## src/hw/rtl/tnpo_pkg.sv

```systemverilog
// Shared constants, widths and state type for the 3x+1 stopping-time core.
// Used by the core and by its port checker. No dependencies.
`timescale 1ns / 1ps

package tnpo_pkg;

	// Trajectory value width and start value width
	localparam int VALUE_WIDTH = 64;
	localparam int START_WIDTH = 32;

	// Digit-serial walk: one digit of the trajectory value per cycle.
	// VALUE_WIDTH is a multiple of DIGIT_W.
	localparam int DIGIT_W    = 16;
	localparam int NUM_DIGITS = VALUE_WIDTH / DIGIT_W;
	localparam int DIG_IDX_W  = $clog2(NUM_DIGITS);

	// Field widths
	localparam int STEP_W   = 16;
	localparam int COUNT_W  = 32;
	localparam int SUCC_W   = START_WIDTH + 2;
	localparam int EXCESS_W = START_WIDTH + 1;
	localparam int HALF_W   = START_WIDTH + 1;
	localparam int DIFF_W   = START_WIDTH + 3;
	localparam int ENTRY_W  = VALUE_WIDTH - 1;

	// Bit-serial prologue length counter
	localparam int SIDE_CNT_W = $clog2(SUCC_W + 1);

	// Map constants
	localparam int ENTRY_MIN = 16;
	localparam int TRIPLE    = 3;

	localparam logic [STEP_W-1:0] MAX_STEPS_RESET = STEP_W'(4095);

	typedef enum logic [2:0] {
		ST_IDLE,
		ST_WALK,
		ST_DELTA,
		ST_DIFF,
		ST_FINISH
	} state_t;

endpackage

```

## src/hw/rtl/three_n_plus_one_stopping_time_core.sv

```systemverilog
// 3x+1 stopping-time core; depends on tnpo_pkg. Takes a start value n, walks the map.
// Each map step runs through the 16-bit digit-serial datapath on the 64-bit value.
// Throughput: one request at a time; the next is taken the cycle after its result is registered,
// while that result may still wait on out_ready.
// Reset: arst_n low clears control, counters and history; max_steps returns to 4095.
`timescale 1ns / 1ps

module three_n_plus_one_stopping_time_core (
	input  logic                                    clk,
	input  logic                                    arst_n,
	input  logic                                    cfg_valid,
	output logic                                    cfg_ready,
	input  logic [tnpo_pkg::STEP_W-1:0]             max_steps,
	input  logic                                    in_valid,
	output logic                                    in_ready,
	input  logic [tnpo_pkg::START_WIDTH-1:0]        start_value,
	output logic                                    out_valid,
	input  logic                                    out_ready,
	output logic [tnpo_pkg::START_WIDTH-1:0]        power_below_n,
	output logic [tnpo_pkg::SUCC_W-1:0]             successor,
	output logic [tnpo_pkg::SUCC_W-1:0]             power_below_successor,
	output logic [tnpo_pkg::EXCESS_W-1:0]           excess,
	output logic signed [tnpo_pkg::SUCC_W-1:0]      delta,
	output logic [tnpo_pkg::STEP_W-1:0]             steps,
	output logic signed [tnpo_pkg::HALF_W-1:0]      half_delta_change,
	output logic [tnpo_pkg::ENTRY_W-1:0]            entry_power,
	output logic [tnpo_pkg::STEP_W-1:0]             max_steps_seen,
	output logic [tnpo_pkg::COUNT_W-1:0]            entries_at_sixteen,
	output logic [tnpo_pkg::COUNT_W-1:0]            items_done,
	output logic                                    overflow
);
	import tnpo_pkg::*;

	// Control
	state_t                 state_q, state_d;
	logic [STEP_W-1:0]      max_steps_q;
	logic                   load_item, proc, step_done, stop_walk, stop_ovf;
	logic                   do_delta, do_diff, do_finish;

	// Walk datapath
	logic [VALUE_WIDTH-1:0] val_q, val_nxt;
	logic [DIG_IDX_W-1:0]   dig_idx_q;
	logic                   at_first, at_last;
	logic                   odd_q, odd_cur;
	logic [1:0]             carry_q, carry_in, carry_nxt;
	logic                   is_one_q, one_acc_q, one_acc_nxt;
	logic                   pw_one_q, pw_bad_q, s16_q;
	logic                   one_base, bad_base, pw_one_nxt, pw_bad_nxt, s16_nxt;
	logic                   entry_hit, nbit, dig_nz, dig_pow;
	logic [DIGIT_W-1:0]     d0, dig_out;
	logic [DIGIT_W+1:0]     tri_sum;
	logic [STEP_W-1:0]      step_cnt_q;
	logic                   ovf_q;

	// History
	logic [VALUE_WIDTH-1:0] last_entry_q;
	logic [COUNT_W-1:0]     sixteen_cnt_q, item_cnt_q;
	logic [STEP_W-1:0]      best_q, best_nxt;

	// Bit-serial prologue: 3n+1 and the two leading powers
	logic [START_WIDTH-1:0] n_sh_q, p_q;
	logic                   nprev_q, sc_q;
	logic [1:0]             side_sum;
	logic [SUCC_W-1:0]      weight_q, sr_q, q_pow_q, excess_w;
	logic [SIDE_CNT_W-1:0]  side_cnt_q;
	logic                   side_busy;

	// Delta arithmetic
	logic signed [DIFF_W-1:0] delta_q, prev_delta_q, chg_q, chg_adj, chg_half;

	// Result registers
	logic                     out_valid_q;
	logic [START_WIDTH-1:0]   power_below_n_q;
	logic [SUCC_W-1:0]        successor_q, power_below_successor_q;
	logic [EXCESS_W-1:0]      excess_q;
	logic signed [SUCC_W-1:0] delta_out_q;
	logic [STEP_W-1:0]        steps_q, max_steps_seen_q;
	logic signed [HALF_W-1:0] half_q;
	logic [ENTRY_W-1:0]       entry_power_q;
	logic [COUNT_W-1:0]       entries_q, items_q;
	logic                     overflow_q;

	// Handshakes
	assign cfg_ready = 1'b1;
	assign in_ready  = (state_q == ST_IDLE);
	assign out_valid = out_valid_q;

	// Digit datapath: triple-plus-one with carry, or halve with the next digit's low bit
	assign at_first  = (dig_idx_q == '0);
	assign at_last   = (dig_idx_q == DIG_IDX_W'(NUM_DIGITS - 1));
	assign d0        = val_q[DIGIT_W-1:0];
	assign nbit      = at_last ? 1'b0 : val_q[DIGIT_W];
	assign odd_cur   = at_first ? val_q[0] : odd_q;
	assign carry_in  = at_first ? 2'd1 : carry_q;
	assign tri_sum   = (DIGIT_W+2)'(TRIPLE) * {2'b00, d0} + {{DIGIT_W{1'b0}}, carry_in};
	assign carry_nxt = tri_sum[DIGIT_W+1:DIGIT_W];
	assign dig_out   = odd_cur ? tri_sum[DIGIT_W-1:0] : {nbit, d0[DIGIT_W-1:1]};
	assign val_nxt   = {dig_out, val_q[VALUE_WIDTH-1:DIGIT_W]};

	// Track power-of-two and value-is-one over the digits of the new value
	assign dig_nz      = (dig_out != '0);
	assign dig_pow     = ((dig_out & (dig_out - DIGIT_W'(1))) == '0);
	assign one_base    = at_first ? 1'b0 : pw_one_q;
	assign bad_base    = at_first ? 1'b0 : pw_bad_q;
	assign pw_one_nxt  = one_base | dig_nz;
	assign pw_bad_nxt  = bad_base | (dig_nz & (one_base | !dig_pow |
		(at_first & (dig_out < DIGIT_W'(ENTRY_MIN)))));
	assign s16_nxt     = at_first ? (dig_out == DIGIT_W'(ENTRY_MIN)) : s16_q;
	assign one_acc_nxt = at_first ? (dig_out == DIGIT_W'(1)) : (one_acc_q & !dig_nz);
	assign entry_hit   = odd_cur & pw_one_nxt & !pw_bad_nxt;

	// Prologue bit: 3n+1 = n + 2n + 1, LSB first
	assign side_sum  = {1'b0, n_sh_q[0]} + {1'b0, nprev_q} + {1'b0, sc_q};
	assign side_busy = (side_cnt_q != '0);
	assign excess_w  = sr_q & ~q_pow_q;

	// Truncate the halved change toward zero
	assign chg_adj  = chg_q + $signed({{(DIFF_W-1){1'b0}}, chg_q[DIFF_W-1]});
	assign chg_half = chg_adj >>> 1;
	assign best_nxt = (step_cnt_q > best_q) ? step_cnt_q : best_q;

	// Next state and strobes
	always_comb begin
		state_d   = state_q;
		load_item = 1'b0;
		proc      = 1'b0;
		step_done = 1'b0;
		stop_walk = 1'b0;
		stop_ovf  = 1'b0;
		do_delta  = 1'b0;
		do_diff   = 1'b0;
		do_finish = 1'b0;
		case (state_q)
			ST_IDLE: begin
				if (in_valid) begin
					load_item = 1'b1;
					state_d   = ST_WALK;
				end
			end
			ST_WALK: begin
				if (at_first && is_one_q) begin
					stop_walk = 1'b1;
					state_d   = ST_DELTA;
				end else if (at_first && (step_cnt_q >= max_steps_q)) begin
					stop_walk = 1'b1;
					stop_ovf  = 1'b1;
					state_d   = ST_DELTA;
				end else begin
					proc = 1'b1;
					if (at_last) begin
						if (odd_cur && (carry_nxt != 2'd0)) begin
							stop_walk = 1'b1;
							stop_ovf  = 1'b1;
							state_d   = ST_DELTA;
						end else begin
							step_done = 1'b1;
						end
					end
				end
			end
			ST_DELTA: begin
				if (!side_busy) begin
					do_delta = 1'b1;
					state_d  = ST_DIFF;
				end
			end
			ST_DIFF: begin
				do_diff = 1'b1;
				state_d = ST_FINISH;
			end
			ST_FINISH: begin
				if (!out_valid_q || out_ready) begin
					do_finish = 1'b1;
					state_d   = ST_IDLE;
				end
			end
			default: begin
				state_d = ST_IDLE;
			end
		endcase
	end

	// Hold state
	always_ff @(posedge clk or negedge arst_n) begin
		if (!arst_n) begin
			state_q <= ST_IDLE;
		end else begin
			state_q <= state_d;
		end
	end

	// Control and history registers
	always_ff @(posedge clk or negedge arst_n) begin
		if (!arst_n) begin
			max_steps_q   <= MAX_STEPS_RESET;
			dig_idx_q     <= '0;
			step_cnt_q    <= '0;
			ovf_q         <= 1'b0;
			side_cnt_q    <= '0;
			last_entry_q  <= '0;
			sixteen_cnt_q <= '0;
			item_cnt_q    <= '0;
			best_q        <= '0;
			prev_delta_q  <= '0;
			out_valid_q   <= 1'b0;
		end else begin
			if (cfg_valid && cfg_ready) begin
				max_steps_q <= max_steps;
			end
			// Start a walk and the prologue
			if (load_item) begin
				dig_idx_q  <= '0;
				step_cnt_q <= '0;
				ovf_q      <= 1'b0;
				side_cnt_q <= SIDE_CNT_W'(SUCC_W);
			end else if (side_busy) begin
				side_cnt_q <= side_cnt_q - SIDE_CNT_W'(1);
			end
			// Advance the digit index
			if (proc) begin
				dig_idx_q <= at_last ? '0 : dig_idx_q + DIG_IDX_W'(1);
			end
			if (stop_walk) begin
				ovf_q <= stop_ovf;
			end
			// Commit a finished map step
			if (step_done) begin
				step_cnt_q <= step_cnt_q + STEP_W'(1);
				if (entry_hit) begin
					last_entry_q <= val_nxt;
					if (s16_nxt) begin
						sixteen_cnt_q <= sixteen_cnt_q + COUNT_W'(1);
					end
				end
			end
			// Retire the request
			if (do_finish) begin
				best_q       <= best_nxt;
				item_cnt_q   <= item_cnt_q + COUNT_W'(1);
				prev_delta_q <= delta_q;
				out_valid_q  <= 1'b1;
			end else if (out_ready) begin
				out_valid_q  <= 1'b0;
			end
		end
	end

	// Walk datapath registers
	always_ff @(posedge clk) begin
		if (load_item) begin
			val_q    <= VALUE_WIDTH'(start_value);
			is_one_q <= (start_value == START_WIDTH'(1));
		end
		if (proc) begin
			val_q     <= val_nxt;
			odd_q     <= odd_cur;
			carry_q   <= carry_nxt;
			pw_one_q  <= pw_one_nxt;
			pw_bad_q  <= pw_bad_nxt;
			s16_q     <= s16_nxt;
			one_acc_q <= one_acc_nxt;
		end
		if (step_done) begin
			is_one_q <= one_acc_nxt;
		end
	end

	// Prologue shift registers: one bit of n per cycle
	always_ff @(posedge clk) begin
		if (load_item) begin
			n_sh_q   <= start_value;
			nprev_q  <= 1'b0;
			sc_q     <= 1'b1;
			weight_q <= SUCC_W'(1);
			sr_q     <= '0;
			p_q      <= START_WIDTH'(1);
			q_pow_q  <= SUCC_W'(1);
		end else if (side_busy) begin
			n_sh_q   <= {1'b0, n_sh_q[START_WIDTH-1:1]};
			nprev_q  <= n_sh_q[0];
			sc_q     <= side_sum[1];
			sr_q     <= {side_sum[0], sr_q[SUCC_W-1:1]};
			weight_q <= {weight_q[SUCC_W-2:0], 1'b0};
			if (n_sh_q[0]) begin
				p_q <= weight_q[START_WIDTH-1:0];
			end
			if (side_sum[0]) begin
				q_pow_q <= weight_q;
			end
		end
	end

	// Delta, its change, and the result registers
	always_ff @(posedge clk) begin
		if (do_delta) begin
			delta_q <= $signed(DIFF_W'(excess_w)) - $signed(DIFF_W'(p_q));
		end
		if (do_diff) begin
			chg_q <= delta_q - prev_delta_q;
		end
		if (do_finish) begin
			power_below_n_q         <= p_q;
			successor_q             <= sr_q;
			power_below_successor_q <= q_pow_q;
			excess_q                <= excess_w[EXCESS_W-1:0];
			delta_out_q             <= delta_q[SUCC_W-1:0];
			steps_q                 <= step_cnt_q;
			half_q                  <= chg_half[HALF_W-1:0];
			entry_power_q           <= last_entry_q[ENTRY_W-1:0];
			max_steps_seen_q        <= best_nxt;
			entries_q               <= sixteen_cnt_q;
			items_q                 <= item_cnt_q + COUNT_W'(1);
			overflow_q              <= ovf_q;
		end
	end

	assign power_below_n         = power_below_n_q;
	assign successor             = successor_q;
	assign power_below_successor = power_below_successor_q;
	assign excess                = excess_q;
	assign delta                 = delta_out_q;
	assign steps                 = steps_q;
	assign half_delta_change     = half_q;
	assign entry_power           = entry_power_q;
	assign max_steps_seen        = max_steps_seen_q;
	assign entries_at_sixteen    = entries_q;
	assign items_done            = items_q;
	assign overflow              = overflow_q;

endmodule

```

## config.mk

```make
export PLATFORM = sky130hd
export DESIGN_NAME = three_n_plus_one_stopping_time_core
export DESIGN_NICKNAME = d
export VERILOG_FILES = /design/src/hw/rtl/tnpo_pkg.sv /design/src/hw/rtl/three_n_plus_one_stopping_time_core.sv
export SDC_FILE = /design/constraint.sdc
export NUM_CORES = 1
export LEC_CHECK = 0
export ABC_AREA = 0
export BUFFER_PORTS_ARGS = -buffer_cell sky130_fd_sc_hd__buf_2
export CORE_ASPECT_RATIO = 0.8
export CORE_MARGIN = 5
export CORE_UTILIZATION = 53
export DETAILED_ROUTE_END_ITERATION = 8
export PLACE_DENSITY = 0.76
export SETUP_SLACK_MARGIN = 0.15
export SYNTH_ARGS = -nofsm -noshare
export SYNTH_HDL_FRONTEND = slang
export SYNTH_SLANG_ARGS = --single-unit
export TNS_END_PERCENT = 10
```

## constraint.sdc

```tcl
create_clock -name clk -period 12 [get_ports clk]
set_input_delay 0.6 -clock clk [delete_from_list [all_inputs] [get_ports clk]]
set_output_delay 0.6 -clock clk [all_outputs]
set_load 0.02 [all_outputs]
```

==> results.yml <==
cells_and_area:
  final_nets: 3820
  layout_common_cells: "nand2_1 (618), edfxtp_1 (534), buf_2 (413)"
  fin_area_mm2: 0.0444
  nFillCells: 5547
  final_common_cell: "nand2_1"
  drive_above_1_share: 0.192
  syn2layout_area_growth_pct: 15.1
grt:
  grt_max_degree: 189
  antenna_found_initial: 7
  grt_pass1_wl_mm: 146
  grt_pass1_vias: 24589
  overflow: 0
  grt.total_usage: 0.238
clock_network:
  cts_made_buffers: 87
  cts_tree: "built"
  clockRootBuffer: "clkbuf_16"
  clkTransAtPathRegs_ns: 0.06
  post-cts-setup-buffers: 0
  htree_levels: 3
  clockBufferDepth: 3
  clock_latency_ns: 0.63
  cts.sinks: 893
synthesis:
  avgSynthCellArea_um2: 12.0
  synth-simple-area-share: 0.129
  seq_area_frac_synth: 0.632
  synth_nets: 3410
  synth_top_family_by_area: "simple AND/OR/NAND/NOR gates"
  synth_compound_area_frac: 0.0857
  synth.area.top_cells: "edfxtp_1 (42%), dfrtp_1 (14%), dfxtp_1 (7.1%)"
  yosysTopAreaCell: "edfxtp_1"
  synthXorXnorAreaFrac: 0.0434
  yosysWarnings: 0
  synth_cells: 3214
  ys_types: 93
  synth_edf_count: 534
  synth_top_area_frac: 0.416
  ys.flop_type: "edfxtp_1"
  syn_area_mm2: 0.0386
  synth-seq-cells: 893
  async_flop_share: 0.250
  synth-adder-area-share: 0.0479
  synth.area.mux_share: 0.0332
drt:
  wl_mm: 95.8
  drt-wirelength-per-cell_um: 20.6
  vias: 25811
  via_per_inst: 5.56
  drt_iter0_drc: 2338
  postRouteAntennaNets: 0
  drc: 0
  dr.pass1.iters: 7
sta:
  slew_headroom: 0.207
  drv_slew: 0
  period_needed_ns: 6.19
  fin_skew_ns: 0.0250
  final_hold_viol_count: 0
  fin_tns_setup_ns: 0
  min_period_over_period: 0.516
  setup_viol: 0
  max_slew.worst_pin.slew_ns: 1.19
  setup_ws_ns: 5.81
  fmax_mhz: 161
  rsz0062_at_grt: "no"
floorplanning:
  core_mm2: 0.0721
  rows: 88
  die_area_mm2: 0.0783
  die-width_um: 312
  die_y_um: 251
  io_pins: 416
  start_util: 0.535
power:
  seq_power_share: 0.384
  p_int_mw: 7.24
  powerDensity_mw_per_mm2: 263
  switching_share: 0.380
  p_leak_nw: 18.5
  power_mw: 11.7
  clock_power_share: 0.238
  ir_drop_mv: 0.157
  p_sw_mw: 4.44
  p_comb_frac: 0.378
setup_path:
  critPathRequiredTime_ns: 12.49
  critPathLaunchType: "flip-flop"
  endpoint_kind: "flip-flop"
  worstPathArrival_ns: 6.68
  crit_path_max_fanout: 63
  path_class: "flip-flop to flip-flop"
placed_design:
  place.gp.congestion: 0.882
  portBuffers: 414
  place_area_mm2: 0.0415
  dpl_worst_slack_ns: 5.97
  dp_hpwl_mm: 67.1
status:
  run_status: "finished clean"
hold_path:
  hold_path.class: "input port to flip-flop"
job:
  drv_cap: 0
==> Yosys cell counts (6+ instances only) <==
| master | count |
|---|---|
| xnor2_1 | 122 |
| nor3_1 | 27 |
| nand3_1 | 71 |
| a211o_1 | 8 |
| inv_1 | 149 |
| nand3b_1 | 6 |
| and3_1 | 47 |
| ha_1 | 138 |
| nor2_1 | 107 |
| buf_2 | 6 |
| nand2b_1 | 24 |
| o31a_1 | 9 |
| and2_1 | 40 |
| nand2_1 | 620 |
| a211oi_1 | 14 |
| buf_1 | 9 |
| o21bai_1 | 9 |
| edfxtp_1 | 534 |
| a21o_1 | 47 |
| mux2_2 | 35 |
| o21ai_0 | 138 |
| xor2_1 | 69 |
| or2_2 | 14 |
| clkbuf_1 | 88 |
| nor2b_1 | 51 |
| and4_1 | 9 |
| o31ai_1 | 12 |
| o2111ai_1 | 6 |
| o21a_1 | 19 |
| a21oi_1 | 203 |
| nand4_1 | 38 |
| mux2_4 | 52 |
| nor4_1 | 13 |
| dfrtp_1 | 211 |
| o211ai_1 | 9 |
| dfstp_2 | 12 |
| a31oi_1 | 7 |
| dfxtp_1 | 136 |
==> registers in the layout, summed over array words and instances, names as in the netlist, 34 cells and up <==
register / flops
sr_q: 34
delta: 34
q_pow_q: 34
successor: 34
val_q: 64
last_entry_q: 63
power_below_successor: 34
delta_q: 35
weight_q: 34
chg_q: 35
entry_power: 63
prev_delta_q: 35
==> through the flow <==
stage | std cells | utilization | hold WS (ns)
3_3_place_gp | 4479 | 0.575 | 0.424
3_5_place_dp | 4479 | 0.575 | 0.435
5_1_grt | 4643 | 0.615 | 0.171
6_report | 4644 | 0.615 | 0.196
2_1_floorplan | 3214 | - | 0.304
4_1_cts | 4643 | 0.615 | 0.155
==> final cells by class <==
| type | count | area [µm²] | area share |
|---|---|---|---|
| Tap cell | 945 | 1180 | 0.0266 |
| Multi-Input combinational cell | 2057 | 13100 | 0.295 |
| Clock inverter | 46 | 473 | 0.0107 |
| Antenna cell | 1 | 2.50 | 0.0000564 |
| Sequential cell | 893 | 24400 | 0.549 |
| Inverter | 150 | 571 | 0.0129 |
| Clock buffer | 117 | 2430 | 0.0548 |
| Timing Repair Buffer | 435 | 2250 | 0.0508 |
==> worst max-delay path, cell delays in order, from the launching register on <==
cell and delay (ns):
dfrtp_1 0.39, inv_1 0.08, ha_1 0.43, inv_1 0.21, nand2_1 0.12, fa_1 0.41
inv_1 0.06, ha_1 0.22, inv_1 0.07, fa_1 0.40, nor2b_1 0.18, o2111a_1 0.35
o31a_1 0.23, o211ai_1 0.14, a21boi_1 0.46, nand4_1 0.22, a2111oi_4 0.45, and2_4 0.21
a21oi_4 0.08, nand2b_4 0.69, mux2_1 0.59
==> timing repair <==
action / 4_1_cts / 5_1_grt
resized for setup: 0 / 0
hold buffers: 1 / 0
endpoints found under the hold margin: 42 / 0
==> kinds of logic after synthesis <==
| group | count (synthesis) |
|---|---|
| compound gates | 532 |
| xor+xnor | 191 |
| fa+ha+maj | 145 |
| buf+inv | 264 |
| flops | 893 |
| mux | 96 |
| other cells | 1 |
| simple gates | 1092 |
==> final timing paths <==
path | start | endpoint | cells after the start | slack, ns
worst max-delay path | dig_idx_q[0]$_DFFE_PN0P_ | last_entry_q[2]$_DFFE_PN0P_ | 20 | 5.81
worst min-delay path | max_steps[3] | max_steps_q[3]$_DFFE_PN1P_ | 3 | 0.20
worst max register to register | dig_idx_q[0]$_DFFE_PN0P_ | last_entry_q[2]$_DFFE_PN0P_ | 20 | 5.81
worst min register to register | q_pow_q[1]$_SDFFE_PP0P_ | power_below_successor[1]$_DFFE_PP_ | 0 | 0.44
max in group asynchronous | arst_n | sixteen_cnt_q[29]$_DFFE_PN0P_ | 3 | 9.92
min in group asynchronous | arst_n | last_entry_q[28]$_DFFE_PN0P_ | 2 | 0.58
==> layer usage <==
metal / track usage / part of all wire / up-vias
met1: 0.365 / 0.47 / 12613
met4: 0.0664 / 0.026 / 2
met5: 0 / 0.00014 / -
met3: 0.0395 / 0.066 / 142
li1: - / - / 12144
met2: 0.355 / 0.44 / 910
==> power by group through the flow <==
stage | Clock, mW | Sequential, mW | Combinational, mW
2_1_floorplan | 0 | 4.67 | 2.88
3_3_place_gp | 0 | 4.52 | 4.31
3_5_place_dp | 0 | 4.53 | 4.36
4_1_cts | 2.82 | 4.48 | 4.40
5_1_grt | 2.95 | 4.54 | 4.84
6_report | 2.77 | 4.49 | 4.42
(Power assumes the default switching activity.)
